### config.mk
export PLATFORM = sky130hd
export DESIGN_NAME = step_record_filtered_stats
export DESIGN_NICKNAME = d
export VERILOG_FILES = /design/src/srfs_pkg.sv /design/src/srfs_div.sv /design/src/srfs_datapath.sv /design/src/srfs_ctrl.sv /design/src/step_record_filtered_stats.sv
export SDC_FILE = /design/constraint.sdc
export NUM_CORES = 1
export LEC_CHECK = 0
export ABC_AREA = 0
export BUFFER_PORTS_ARGS = -buffer_cell sky130_fd_sc_hd__buf_2
export CORE_ASPECT_RATIO = 1.5
export CORE_MARGIN = 2
export CORE_UTILIZATION = 62
export DETAILED_ROUTE_END_ITERATION = 10
export PLACE_DENSITY_LB_ADDON = 0.3
export SETUP_SLACK_MARGIN = 0.02
export SYNTH_ARGS = -nofsm -noshare
export SYNTH_HDL_FRONTEND = slang
export SYNTH_SLANG_ARGS = --single-unit
### constraint.sdc
create_clock -name clk -period 5.96 [get_ports clk]
set_clock_uncertainty 0.05 [all_clocks]
set_input_delay 0.596 -clock clk [delete_from_list [all_inputs] [get_ports clk]]
set_output_delay 0.596 -clock clk [all_outputs]
set_load 0.02 [all_outputs]
### src/srfs_pkg.sv
// shared widths, codes, control structs and the month term table
// for the step record filtered statistics block; no dependencies
package srfs_pkg;

	localparam int DAY_W      = 5;
	localparam int MON_W      = 4;
	localparam int YEAR_W     = 14;
	localparam int STEP_W     = 24;
	localparam int TOTAL_W    = 17;
	localparam int MODE_W     = 2;
	localparam int WD_W       = 3;
	localparam int CFG_IDX_W  = 2;
	localparam int CFG_DATA_W = 4;

	// weekday arithmetic widths
	localparam int YY_W  = 15;
	localparam int J_W   = 8;
	localparam int K_W   = 7;
	localparam int H_W   = 11;
	localparam int Q7_W  = 8;
	localparam int MT_W  = 6;

	localparam int YEAR_OFFSET = 400;
	localparam int MONTH_WRAP  = 3;
	localparam int CENT        = 100;
	localparam int WEEK        = 7;
	localparam int J_WEIGHT    = 5;
	localparam int RECIP100    = 5243;
	localparam int RECIP100_SH = 19;
	localparam int RECIP7      = 2341;
	localparam int RECIP7_SH   = 14;

	localparam logic [MODE_W-1:0] MODE_ALL     = 2'd0;
	localparam logic [MODE_W-1:0] MODE_MONTH   = 2'd1;
	localparam logic [MODE_W-1:0] MODE_WEEKDAY = 2'd2;

	localparam logic [CFG_IDX_W-1:0] CFG_MODE    = 2'd0;
	localparam logic [CFG_IDX_W-1:0] CFG_MONTH   = 2'd1;
	localparam logic [CFG_IDX_W-1:0] CFG_WEEKDAY = 2'd2;

	localparam logic [MON_W-1:0] FMON_RESET = 4'd1;

	typedef struct packed {
		logic take;
		logic start;
		logic load_out;
	} dp_cmd_t;

	typedef struct packed {
		logic pipe_busy;
		logic div_done;
	} dp_stat_t;

	// floor(26 * (m + 1) / 10), with months below march moved up by twelve
	function automatic logic [MT_W-1:0] month_term(input logic [MON_W-1:0] m);
		logic [MT_W-1:0] t;
		case (m)
			4'd0:    t = 6'd33;
			4'd1:    t = 6'd36;
			4'd2:    t = 6'd39;
			4'd3:    t = 6'd10;
			4'd4:    t = 6'd13;
			4'd5:    t = 6'd15;
			4'd6:    t = 6'd18;
			4'd7:    t = 6'd20;
			4'd8:    t = 6'd23;
			4'd9:    t = 6'd26;
			4'd10:   t = 6'd28;
			4'd11:   t = 6'd31;
			4'd12:   t = 6'd33;
			4'd13:   t = 6'd36;
			4'd14:   t = 6'd39;
			default: t = 6'd41;
		endcase
		return t;
	endfunction

endpackage

### src/srfs_div.sv
// radix-2 restoring divider, one quotient bit per cycle
// depends on nothing; used by srfs_datapath
module srfs_div #(
	parameter int DVD_W = 41,
	parameter int DVS_W = 17,
	parameter int Q_W   = 24
) (
	input  logic             clk,
	input  logic             arst_n,
	input  logic             start,
	input  logic [DVD_W-1:0] dividend,
	input  logic [DVS_W-1:0] divisor,
	output logic             done,
	output logic [Q_W-1:0]   quotient
);

	localparam int C_W = (Q_W > 1) ? $clog2(Q_W) : 1;

	logic [DVD_W-1:0] rem_q;
	logic [DVD_W-1:0] dvs_q;
	logic [Q_W-1:0]   quo_q;
	logic [C_W-1:0]   cnt_q;
	logic             run_q;
	logic             done_q;
	logic             ge;

	assign ge = rem_q >= dvs_q;

	always_ff @(posedge clk or negedge arst_n) begin
		if (!arst_n) begin
			run_q  <= 1'b0;
			done_q <= 1'b0;
			cnt_q  <= '0;
		end else begin
			done_q <= 1'b0;
			if (start) begin
				run_q <= 1'b1;
				cnt_q <= C_W'(Q_W - 1);
			end else if (run_q) begin
				cnt_q <= cnt_q - 1'b1;
				if (cnt_q == '0) begin
					run_q  <= 1'b0;
					done_q <= 1'b1;
				end
			end
		end
	end

	always_ff @(posedge clk) begin
		if (start) begin
			rem_q <= dividend;
			dvs_q <= DVD_W'(divisor) << (Q_W - 1);
			quo_q <= '0;
		end else if (run_q) begin
			if (ge) begin
				rem_q <= rem_q - dvs_q;
			end
			dvs_q <= dvs_q >> 1;
			quo_q <= {quo_q[Q_W-2:0], ge};
		end
	end

	assign done     = done_q;
	assign quotient = quo_q;

	a_last_bit_done: assert property (@(posedge clk) disable iff (!arst_n)
		(run_q && !start && cnt_q == '0) |=> (done_q && !run_q))
		else $error("divider did not finish after its last bit");

endmodule

### src/srfs_datapath.sv
// weekday pipeline, filter, accumulators, result snapshot and output registers
// depends on srfs_pkg and srfs_div
module srfs_datapath #(
	parameter int MAX_RECORDS = 65536,
	parameter int STEP_BITS   = 24
) (
	input  logic                              clk,
	input  logic                              arst_n,
	input  logic                              cfg_we,
	input  logic [srfs_pkg::CFG_IDX_W-1:0]    cfg_idx,
	input  logic [srfs_pkg::CFG_DATA_W-1:0]   cfg_wdata,
	input  logic [srfs_pkg::DAY_W-1:0]        rec_day,
	input  logic [srfs_pkg::MON_W-1:0]        rec_month,
	input  logic [srfs_pkg::YEAR_W-1:0]       rec_year,
	input  logic [srfs_pkg::STEP_W-1:0]       step_count,
	input  srfs_pkg::dp_cmd_t                 cmd,
	output srfs_pkg::dp_stat_t                stat,
	output logic [srfs_pkg::STEP_W-1:0]       average_steps,
	output logic [srfs_pkg::TOTAL_W-1:0]      match_total,
	output logic                              max_found,
	output logic [srfs_pkg::STEP_W-1:0]       max_steps,
	output logic [srfs_pkg::DAY_W-1:0]        max_day,
	output logic [srfs_pkg::MON_W-1:0]        max_month,
	output logic [srfs_pkg::YEAR_W-1:0]       max_year
);

	import srfs_pkg::*;

	localparam int CNT_W = $clog2(MAX_RECORDS + 1);
	localparam int SUM_W = STEP_W + CNT_W;
	localparam int JP_W  = YY_W + 13;
	localparam int QP_W  = H_W + 12;
	localparam logic [STEP_W-1:0] STEP_MASK = (STEP_BITS >= STEP_W) ? {STEP_W{1'b1}} :
		STEP_W'((64'd1 << STEP_BITS) - 64'd1);

	// configuration
	logic [MODE_W-1:0] mode_q;
	logic [MON_W-1:0]  fmon_q;
	logic [WD_W-1:0]   fwd_q;

	always_ff @(posedge clk or negedge arst_n) begin
		if (!arst_n) begin
			mode_q <= MODE_ALL;
			fmon_q <= FMON_RESET;
			fwd_q  <= '0;
		end else if (cfg_we) begin
			case (cfg_idx)
				CFG_MODE:    mode_q <= cfg_wdata[MODE_W-1:0];
				CFG_MONTH:   fmon_q <= cfg_wdata[MON_W-1:0];
				CFG_WEEKDAY: fwd_q  <= cfg_wdata[WD_W-1:0];
				default: ;
			endcase
		end
	end

	// stage 1: shifted year and century
	logic            wrap;
	logic [YY_W-1:0] yy_in;
	logic [JP_W-1:0] jp;

	assign wrap  = rec_month < MON_W'(MONTH_WRAP);
	assign yy_in = YY_W'(rec_year) + YY_W'(YEAR_OFFSET) - YY_W'(wrap);
	assign jp    = JP_W'(yy_in) * JP_W'(RECIP100);

	logic              v_s1, v_s2, v_s3;
	logic [YY_W-1:0]   yy_s1;
	logic [J_W-1:0]    j_s1;
	logic [DAY_W-1:0]  day_s1, day_s2, day_s3;
	logic [MON_W-1:0]  mon_s1, mon_s2, mon_s3;
	logic [YEAR_W-1:0] year_s1, year_s2, year_s3;
	logic [STEP_W-1:0] steps_s1, steps_s2, steps_s3;
	logic [H_W-1:0]    h_s2, h_s3;
	logic [Q7_W-1:0]   q_s3;

	// stage 2: zeller sum
	logic [YY_W-1:0] kd;
	logic [K_W-1:0]  k;
	logic [H_W-1:0]  h;

	assign kd = yy_s1 - YY_W'(j_s1) * YY_W'(CENT);
	assign k  = kd[K_W-1:0];
	assign h  = H_W'(day_s1) + H_W'(month_term(mon_s1)) + H_W'(k) + H_W'(k >> 2)
		+ H_W'(j_s1 >> 2) + H_W'(j_s1) * H_W'(J_WEIGHT);

	// stage 3: quotient by seven
	logic [QP_W-1:0] qp;
	assign qp = QP_W'(h_s2) * QP_W'(RECIP7);

	always_ff @(posedge clk or negedge arst_n) begin
		if (!arst_n) begin
			v_s1 <= 1'b0;
			v_s2 <= 1'b0;
			v_s3 <= 1'b0;
		end else begin
			v_s1 <= cmd.take;
			v_s2 <= v_s1;
			v_s3 <= v_s2;
		end
	end

	always_ff @(posedge clk) begin
		yy_s1    <= yy_in;
		j_s1     <= jp[RECIP100_SH +: J_W];
		day_s1   <= rec_day;
		mon_s1   <= rec_month;
		year_s1  <= rec_year;
		steps_s1 <= step_count & STEP_MASK;

		h_s2     <= h;
		day_s2   <= day_s1;
		mon_s2   <= mon_s1;
		year_s2  <= year_s1;
		steps_s2 <= steps_s1;

		h_s3     <= h_s2;
		q_s3     <= qp[RECIP7_SH +: Q7_W];
		day_s3   <= day_s2;
		mon_s3   <= mon_s2;
		year_s3  <= year_s2;
		steps_s3 <= steps_s2;
	end

	// filter and accumulate
	logic [H_W-1:0]  wdd;
	logic [WD_W-1:0] wd;
	logic            pass;
	logic            acc_en;

	assign wdd = h_s3 - H_W'(q_s3) * H_W'(WEEK);
	assign wd  = wdd[WD_W-1:0];

	always_comb begin
		case (mode_q)
			MODE_ALL:     pass = 1'b1;
			MODE_MONTH:   pass = mon_s3 == fmon_q;
			MODE_WEEKDAY: pass = wd == fwd_q;
			default:      pass = 1'b0;
		endcase
	end

	logic [SUM_W-1:0]  sum_q;
	logic [CNT_W-1:0]  cnt_q;
	logic [STEP_W-1:0] best_steps_q;
	logic [DAY_W-1:0]  best_day_q;
	logic [MON_W-1:0]  best_month_q;
	logic [YEAR_W-1:0] best_year_q;

	assign acc_en = v_s3 && pass && (cnt_q < CNT_W'(MAX_RECORDS));

	always_ff @(posedge clk or negedge arst_n) begin
		if (!arst_n) begin
			sum_q        <= '0;
			cnt_q        <= '0;
			best_steps_q <= '0;
			best_day_q   <= '0;
			best_month_q <= '0;
			best_year_q  <= '0;
		end else if (cmd.start) begin
			sum_q        <= '0;
			cnt_q        <= '0;
			best_steps_q <= '0;
			best_day_q   <= '0;
			best_month_q <= '0;
			best_year_q  <= '0;
		end else if (acc_en) begin
			sum_q <= sum_q + SUM_W'(steps_s3);
			cnt_q <= cnt_q + 1'b1;
			if (steps_s3 > best_steps_q) begin
				best_steps_q <= steps_s3;
				best_day_q   <= day_s3;
				best_month_q <= mon_s3;
				best_year_q  <= year_s3;
			end
		end
	end

	// snapshot of a finished set while the divider runs
	logic [CNT_W-1:0]  snap_cnt_q;
	logic [STEP_W-1:0] snap_steps_q;
	logic [DAY_W-1:0]  snap_day_q;
	logic [MON_W-1:0]  snap_month_q;
	logic [YEAR_W-1:0] snap_year_q;
	logic [STEP_W-1:0] quo;
	logic              div_done;

	always_ff @(posedge clk) begin
		if (cmd.start) begin
			snap_cnt_q   <= cnt_q;
			snap_steps_q <= best_steps_q;
			snap_day_q   <= best_day_q;
			snap_month_q <= best_month_q;
			snap_year_q  <= best_year_q;
		end
	end

	srfs_div #(
		.DVD_W (SUM_W),
		.DVS_W (CNT_W),
		.Q_W   (STEP_W)
	) u_div (
		.clk      (clk),
		.arst_n   (arst_n),
		.start    (cmd.start),
		.dividend (sum_q),
		.divisor  (cnt_q),
		.done     (div_done),
		.quotient (quo)
	);

	// output register
	logic [STEP_W-1:0]  avg_q;
	logic [TOTAL_W-1:0] total_q;
	logic               found_q;
	logic [STEP_W-1:0]  mx_steps_q;
	logic [DAY_W-1:0]   mx_day_q;
	logic [MON_W-1:0]   mx_month_q;
	logic [YEAR_W-1:0]  mx_year_q;

	always_ff @(posedge clk) begin
		if (cmd.load_out) begin
			avg_q      <= (snap_cnt_q == '0) ? '0 : quo;
			total_q    <= TOTAL_W'(snap_cnt_q);
			found_q    <= snap_steps_q != '0;
			mx_steps_q <= snap_steps_q;
			mx_day_q   <= snap_day_q;
			mx_month_q <= snap_month_q;
			mx_year_q  <= snap_year_q;
		end
	end

	assign average_steps = avg_q;
	assign match_total   = total_q;
	assign max_found     = found_q;
	assign max_steps     = mx_steps_q;
	assign max_day       = mx_day_q;
	assign max_month     = mx_month_q;
	assign max_year      = mx_year_q;

	assign stat.pipe_busy = v_s1 || v_s2 || v_s3;
	assign stat.div_done  = div_done;

	a_start_empty: assert property (@(posedge clk) disable iff (!arst_n)
		cmd.start |-> !(v_s1 || v_s2 || v_s3 || cmd.take))
		else $error("set closed with records still in the pipeline");

endmodule

### src/srfs_ctrl.sv
// controller: input gating, pipeline flush, divider sequencing, result handoff
// depends on srfs_pkg
module srfs_ctrl (
	input  logic               clk,
	input  logic               arst_n,
	input  logic               in_valid,
	input  logic               is_last,
	output logic               in_ready,
	output logic               out_valid,
	input  logic               out_ready,
	input  srfs_pkg::dp_stat_t stat,
	output srfs_pkg::dp_cmd_t  cmd
);

	import srfs_pkg::*;

	typedef enum logic [3:0] {
		ST_ACC   = 4'b0001,
		ST_FLUSH = 4'b0010,
		ST_DIV   = 4'b0100,
		ST_HOLD  = 4'b1000
	} state_t;

	state_t state_q, state_d;
	logic   out_valid_q;

	always_comb begin
		state_d      = state_q;
		in_ready     = 1'b0;
		cmd.take     = 1'b0;
		cmd.start    = 1'b0;
		cmd.load_out = 1'b0;
		case (state_q)
			ST_ACC: begin
				in_ready = 1'b1;
				cmd.take = in_valid;
				if (in_valid && is_last) begin
					state_d = ST_FLUSH;
				end
			end
			ST_FLUSH: begin
				if (!stat.pipe_busy) begin
					cmd.start = 1'b1;
					state_d   = ST_DIV;
				end
			end
			ST_DIV: begin
				if (stat.div_done) begin
					state_d = ST_HOLD;
				end
			end
			ST_HOLD: begin
				if (!out_valid_q || out_ready) begin
					cmd.load_out = 1'b1;
					state_d      = ST_ACC;
				end
			end
			default: state_d = ST_ACC;
		endcase
	end

	always_ff @(posedge clk or negedge arst_n) begin
		if (!arst_n) begin
			state_q     <= ST_ACC;
			out_valid_q <= 1'b0;
		end else begin
			state_q <= state_d;
			if (cmd.load_out) begin
				out_valid_q <= 1'b1;
			end else if (out_ready) begin
				out_valid_q <= 1'b0;
			end
		end
	end

	assign out_valid = out_valid_q;

	a_no_overwrite: assert property (@(posedge clk) disable iff (!arst_n)
		cmd.load_out |-> (!out_valid_q || out_ready))
		else $error("result register loaded over a pending transaction");

	a_last_closes: assert property (@(posedge clk) disable iff (!arst_n)
		(in_valid && in_ready && is_last) |=> (!in_ready && !cmd.start))
		else $error("input not closed after last record");

endmodule

### src/step_record_filtered_stats.sv
// Filtered statistics over a stream of daily step records.
// Input channel in_valid/in_ready carries one record per transaction:
// rec_day, rec_month, rec_year, step_count and is_last. Each record's
// weekday (0 Saturday .. 6 Friday) goes through a three-stage pipeline,
// then the record is tested against the filter (all, one month, one
// weekday or none) and summed, counted and compared for the strict maximum.
// Records are taken one per cycle while a set streams in. After the record
// marked last, in_ready stays low while the weekday pipeline drains, the set
// is closed, the radix-2 divider forms the average (one quotient bit per
// cycle) and the result is handed to the output register. Only the last
// record yields a result on out_valid/
// out_ready. The output register lets the next set stream while a result
// waits; if the receiver still holds the previous result when the next set
// finishes, the block waits for it before loading the new one.
// Configuration goes through cfg_we/cfg_idx/cfg_wdata, written while idle.
// Reset clears the accumulators, sets mode all, month 1, weekday 0, and
// leaves no result pending.
// Depends on srfs_pkg, srfs_ctrl, srfs_datapath and srfs_div.
module step_record_filtered_stats #(
	parameter int MAX_RECORDS = 65536,
	parameter int STEP_BITS   = 24
) (
	input  logic                            clk,
	input  logic                            arst_n,
	input  logic                            cfg_we,
	input  logic [srfs_pkg::CFG_IDX_W-1:0]  cfg_idx,
	input  logic [srfs_pkg::CFG_DATA_W-1:0] cfg_wdata,
	input  logic                            in_valid,
	output logic                            in_ready,
	input  logic [srfs_pkg::DAY_W-1:0]      rec_day,
	input  logic [srfs_pkg::MON_W-1:0]      rec_month,
	input  logic [srfs_pkg::YEAR_W-1:0]     rec_year,
	input  logic [srfs_pkg::STEP_W-1:0]     step_count,
	input  logic                            is_last,
	output logic                            out_valid,
	input  logic                            out_ready,
	output logic [srfs_pkg::STEP_W-1:0]     average_steps,
	output logic [srfs_pkg::TOTAL_W-1:0]    match_total,
	output logic                            max_found,
	output logic [srfs_pkg::STEP_W-1:0]     max_steps,
	output logic [srfs_pkg::DAY_W-1:0]      max_day,
	output logic [srfs_pkg::MON_W-1:0]      max_month,
	output logic [srfs_pkg::YEAR_W-1:0]     max_year
);

	import srfs_pkg::*;

	dp_cmd_t  cmd;
	dp_stat_t stat;

	srfs_ctrl u_ctrl (
		.clk       (clk),
		.arst_n    (arst_n),
		.in_valid  (in_valid),
		.is_last   (is_last),
		.in_ready  (in_ready),
		.out_valid (out_valid),
		.out_ready (out_ready),
		.stat      (stat),
		.cmd       (cmd)
	);

	srfs_datapath #(
		.MAX_RECORDS (MAX_RECORDS),
		.STEP_BITS   (STEP_BITS)
	) u_dp (
		.clk           (clk),
		.arst_n        (arst_n),
		.cfg_we        (cfg_we),
		.cfg_idx       (cfg_idx),
		.cfg_wdata     (cfg_wdata),
		.rec_day       (rec_day),
		.rec_month     (rec_month),
		.rec_year      (rec_year),
		.step_count    (step_count),
		.cmd           (cmd),
		.stat          (stat),
		.average_steps (average_steps),
		.match_total   (match_total),
		.max_found     (max_found),
		.max_steps     (max_steps),
		.max_day       (max_day),
		.max_month     (max_month),
		.max_year      (max_year)
	);

endmodule

-- Yosys cells after proc, flatten, opt, wreduce, memory -nomap -nowiden
Memory sizes are Yosys's and may differ from the RTL's. A register that Yosys moved wholly into a read port is not among the register bits.
Index checks and enable logic that the tools add are counted.
- flip-flop bits (word level): 565
- bits in latches: 0
- bits in writable memories: 0
- ROM bits: 96
- output and inout port bits: 91
- word-level logic and storage cells: 153
- memories kept: 1
- add/sub/neg operators: 13
- $mul: 5
- divide/modulo/power cells: 0
- $lt $le $gt $ge: 4
- equality and inequality tests: 14
- shift operators: 0
- multiplexer cells: 43
- bitwise operators: 0
- reductions and logical operators: 23
- memory list (name ; depth ; bits a word ; rd ports ; clocked after Yosys merged registers in ; write ports ; line ; source):
    (name not given) ; 16 ; 6 ; 1 ; 1 ; 0 ; srfs_pkg.sv:57 ; case (m)
- operator list (kind ; number):
    $mux 41 ; 5
    $mux 40 ; 2
    $mux 24 ; 3
    $mux 14 ; 3
    $add 41x24->41 ; 1
    $ge 41x40->1 ; 1
    $sub 41x40->41 ; 1
    $mux 17 ; 2
    $mux 4 ; 7
    $mul 15x13->27 const B ; 1
    $mux 5 ; 5
    $gt 24x24->1 ; 1
    $reduce_bool 24->1 ; 1
    $mul 11x12->22 const B ; 1
    $add 17x1->17 const B ; 1
    $logic_not 17->1 ; 1
    $lt 17x17->1 const B ; 1
    $pmux 4 s4 ; 1
    $add 14x9->15 const B ; 1
    $sub 15x1->15 ; 1
    $mux 1 ; 14
    $add 11x11->11 ; 1
    $add 11x5->11 ; 1
    $add 11x6->11 ; 1
    other kinds (28) ; 45

-- Logic depth before layout (Yosys ltp)
- depth in word-level cells: 8
- gate-level depth with buffers: 37
- depth with buffers taken out: 36

-- Modules after synthesis
Synthesis repeated with hierarchy kept, for this count alone.
- cell total of the unflattened synthesis: 2707
- area total of the unflattened synthesis: 29751.0 µm²
- modules (own cells, without submodules) (module ; times used ; cells an instance ; area an instance (µm²) ; seq. area each (µm²)):
    srfs_datapath ; 1 ; 1886 ; 22462.8 ; 11106.9
    srfs_div ; 1 ; 786 ; 6965.4 ; 2857.7
    srfs_ctrl ; 1 ; 35 ; 322.8 ; 126.4

-- Worst setup path before layout
OpenSTA, ideal clock, no wires.
- kind: in2reg
- start point: input rec_month[2] (netlist bit)
- end point: register u_dp.j_s1[7]
- setup time: 143 ps
- arrival: 7568 ps
- required time: 5767 ps
- path slack: -1800 ps
- cell stages on the path: 33
- path buffers: 2
- cell sequence: clkbuf_1 clkbuf_1 nor3_1 ha_1 inv_1 ha_1 fa_1 a21o_1 a21oi_1 nor2b_1 nor3_1 o21a_1 o21ai_0 xor2_1 inv_1 nor2_1 fa_1 fa_1 fa_1 inv_1 fa_1 inv_1 ha_1 a211o_1 a221o_1 a221oi_1 o31a_1 o21ai_1 a21oi_1 o21bai_1 a21oi_1 xnor2_1 xnor2_1
- longest elaborated chain between the ends: 3
- ends and longest elaborated chain (what ; line ; source):
    from (decl) ; step_record_filtered_stats.sv:31 ; input logic [srfs_pkg::MON_W-1:0] rec_month,
    $lt 4x2->1 ; srfs_datapath.sv:61 ; assign wrap = rec_month < MON_W'(MONTH_WRAP);
    $sub 15x1->15 ; srfs_datapath.sv:62 ; assign yy_in = YY_W'(rec_year) + YY_W'(YEAR_OFFSET) - YY_W'(wrap);
    $mul 15x13->27 ; srfs_datapath.sv:63 ; assign jp = JP_W'(yy_in) * JP_W'(RECIP100);
    named net u_dp.jp[26] ; srfs_datapath.sv:59 ; logic [JP_W-1:0] jp;
    to (signal assigned) ; srfs_datapath.sv:103 ; j_s1 <= jp[RECIP100_SH +: J_W];
    to (decl) ; srfs_datapath.sv:67 ; logic [J_W-1:0] j_s1;
The timed path passes the listed nets, and every way through them passes these cells.
A chain may end at the register's enable or synchronous reset.

-- Worst setup path in the final report
- start point: input rec_month[1] (netlist bit)
- end point: register u_dp.j_s1[7]
The elaborated chain is that of the path after synthesis.

==> flow_metrics.py <==
metrics = {
    "finish": {
        "reg_top3": "u_dp.sum_q (41), u_dp.u_div.rem_q (41), u_dp.u_div.dvs_q (40)",
        "layout-drive-gt1-share": 0.157,
        "mostFrequentLayoutCells": "331 x inv_1, 280 x ha_1, 226 x dfxtp_1",
        "n_fill_cell": 3182,
        "layout_commonest_cell": "inv_1",
        "fin_area_sq_um": 33200,
        "layout.nets": 3274,
        "areaGrowthSynthToFinish_pct": 14.9,
        "antenna_cells": 0,
    },
    "route": {
        "ant_nets": 0,
        "num_vias": 19200,
        "remaining_drc_errors": 0,
        "avgViaCountPerCell": 5.57,
        "routedWlPerCell_um": 17.9,
        "drtIter0Drc": 983,
        "wirelength_um": 61500,
        "dr.pass1.iters": 5,
    },
    "clocking": {
        "ctsHoldBuffers": 0,
        "clk_latency_ns": 0.59,
        "path_clk_slew_ns": 0.06,
        "cts_root_buffer": "clkbuf_16",
        "cts_sinks": 566,
        "cts_buffer_depth": 3,
        "htree_levels": 2,
        "numCtsBuffers": 51,
        "cts_tree": "built",
    },
    "critical_path": {
        "crit_type": "input port to flop",
        "crit_top_cell": "ha_4",
        "start_kind": "input port",
        "arrival_ns": 7.44,
        "critPathRequiredTime_ns": 6.38,
        "crit_fanout": 2,
        "endpoint_kind": "flop",
        "max_stage_delay_ns": 0.57,
        "slowest_stage": "fa_1",
    },
    "synthesis": {
        "syn_avg_cell_area_sq_um": 11.3,
        "async_flop_share": 0.228,
        "ys.warnings.count": 0,
        "synth-seq-cells": 566,
        "syn_inst": 2556,
        "synthFlopType": "dfxtp_1",
        "syn_nets": 3019,
        "yosysSeqAreaShare": 0.488,
        "syn_area_sq_um": 28900,
        "synth_edf_count": 211,
        "synth.distinct_cells": 81,
    },
    "global_routing": {
        "gr-total-overflow": 0,
        "grt_pass1_vias": 20400,
        "antenna_found_initial": 0,
        "grt_max_degree": 142,
        "track_usage": 0.257,
        "grt_pass1_wl_um": 100000,
    },
    "timing": {
        "grt_setup_unrepaired": "true",
        "setup-violations-final": 8,
        "hold_violations": 0,
        "fin_crit_sh": 1.18,
        "fin_crit_ns": 7.02,
        "drv_slew": 0,
        "worst_slew_pin_slew_ns": 1.31,
        "whs_ns": 0.00931,
        "max-slew-margin-rel": 0.118,
        "setup_slack_ns": -1.06,
        "fmax_mhz": 142,
    },
    "run_status": {
        "violations": "setup timing",
        "outcome": "finished, violations left",
    },
    "placed_design": {
        "portBuffers": 149,
        "dp_hpwl_um": 45400,
        "dpl_cell_area_sq_um": 31100,
        "place_congestion": 0.907,
    },
    "floorplan": {
        "die_area_sq_um": 48400,
        "die_h_um": 268,
        "dieWidth_um": 180,
        "start_util": 0.630,
        "io_pins": 150,
        "core_sq_um": 45900,
        "num_rows": 96,
    },
    "hold_path": {
        "hold_class": "input port to asynchronous set/reset pin",
    },
    "job": {
        "max_cap_violations": 0,
    },
}
[through the flow]
stage	util	setup WS, ns	instances	setup TNS, ns
6_report	0.724	-1.06	3442	-7.21
5_1_grt	0.724	-1.26	3442	-8.74
4_1_cts	0.722	-0.986	3436	-6.21
3_5_place_dp	0.677	-1.91	3329	-13.21
3_3_place_gp	0.677	-1.72	3329	-12.14
2_1_floorplan	-	-1.32	2556	-8.09
[path summary, 6_finish.rpt]
kind | startpoint | to | slack (ns) | depth (start not counted)
min in group clk | rec_day[4] | u_dp.day_s1[4] | 0.06 | 1
max | rec_month[1] | u_dp.j_s1[7] | -1.06 | 36
min reg2reg | u_dp.steps_s2[13] | u_dp.steps_s3[13] | 0.27 | 0
max reg2reg | u_dp.j_s1[0] | u_dp.h_s2[10] | 0.62 | 21
max in group asynchronous | arst_n | u_dp.u_div.run_q | 4.60 | 2
min | arst_n | u_dp.best_steps_q[22] | 0.009 | 1
[layout make-up]
class / count / area [sq um] / area share
inverters: 341 / 1290 / 0.0388
clock buffers: 63 / 1440 / 0.0433
multi-input cells: 1581 / 13600 / 0.409
well taps: 588 / 736 / 0.0222
flip-flops and latches: 566 / 14100 / 0.424
clock inverters: 33 / 385 / 0.0116
repair buffers: 270 / 1700 / 0.0513
[critical path, delay by kind of cell]
| family | cells | cell delay [ns] |
|---|---|---|
| fa+ha+maj | 10 | 3.43 |
| xor+xnor | 3 | 0.36 |
| simple gates | 6 | 0.70 |
| buf+inv | 7 | 0.61 |
| compound gates | 10 | 1.74 |
[timing repair]
action,in CTS,in global routing
endpoints found under the setup margin,8,8
buffers inserted,13,8
pin swaps,47,40
gates resized for setup,28,14
endpoints found under the hold margin,0,0
[cells in the mapped netlist (all sizes together), types with 55 or more instances]
master / instances / area (sq um)
inv: 341 / 1280
ha: 293 / 3670
dfxtp: 226 / 4520
edfxtp: 211 / 6340
nand2: 163 / 612
nor2: 154 / 578
dfrtp: 127 / 3180
a21oi: 118 / 609
fa: 111 / 2220
o21ai: 109 / 557
mux2i: 95 / 951
xnor2: 88 / 771
xor2: 63 / 552
nand3: 57 / 285
clkbuf: 55 / 206
[cell families (layout without fill, tap and decap cells)]
logic type / after synthesis / after routing / synth area share
DFF: 566 / 566 / 0.488
muxes: 105 / 105 / 0.0372
buffers and inverters: 409 / 707 / 0.0543
and+or+nand+nor: 540 / 540 / 0.0873
xor gates and xnor gates: 151 / 151 / 0.0458
adders and majority gates: 404 / 404 / 0.204
AOI/OAI and AO/OA: 381 / 381 / 0.0840
[metal layers]
| metal | global-route usage | wire (um) | up-vias |
|---|---|---|---|
| li1 | - | - | 9173 |
| met4 | 0.130 | 3260 | 0 |
| met3 | 0.0279 | 1950 | 189 |
| met5 | 0 | 0 | - |
| met1 | 0.283 | 22600 | 9377 |
| met2 | 0.489 | 33700 | 416 |
Power is not shown: default switching activity piles up to over one toggle a cycle in this logic, so the estimate is an artifact.
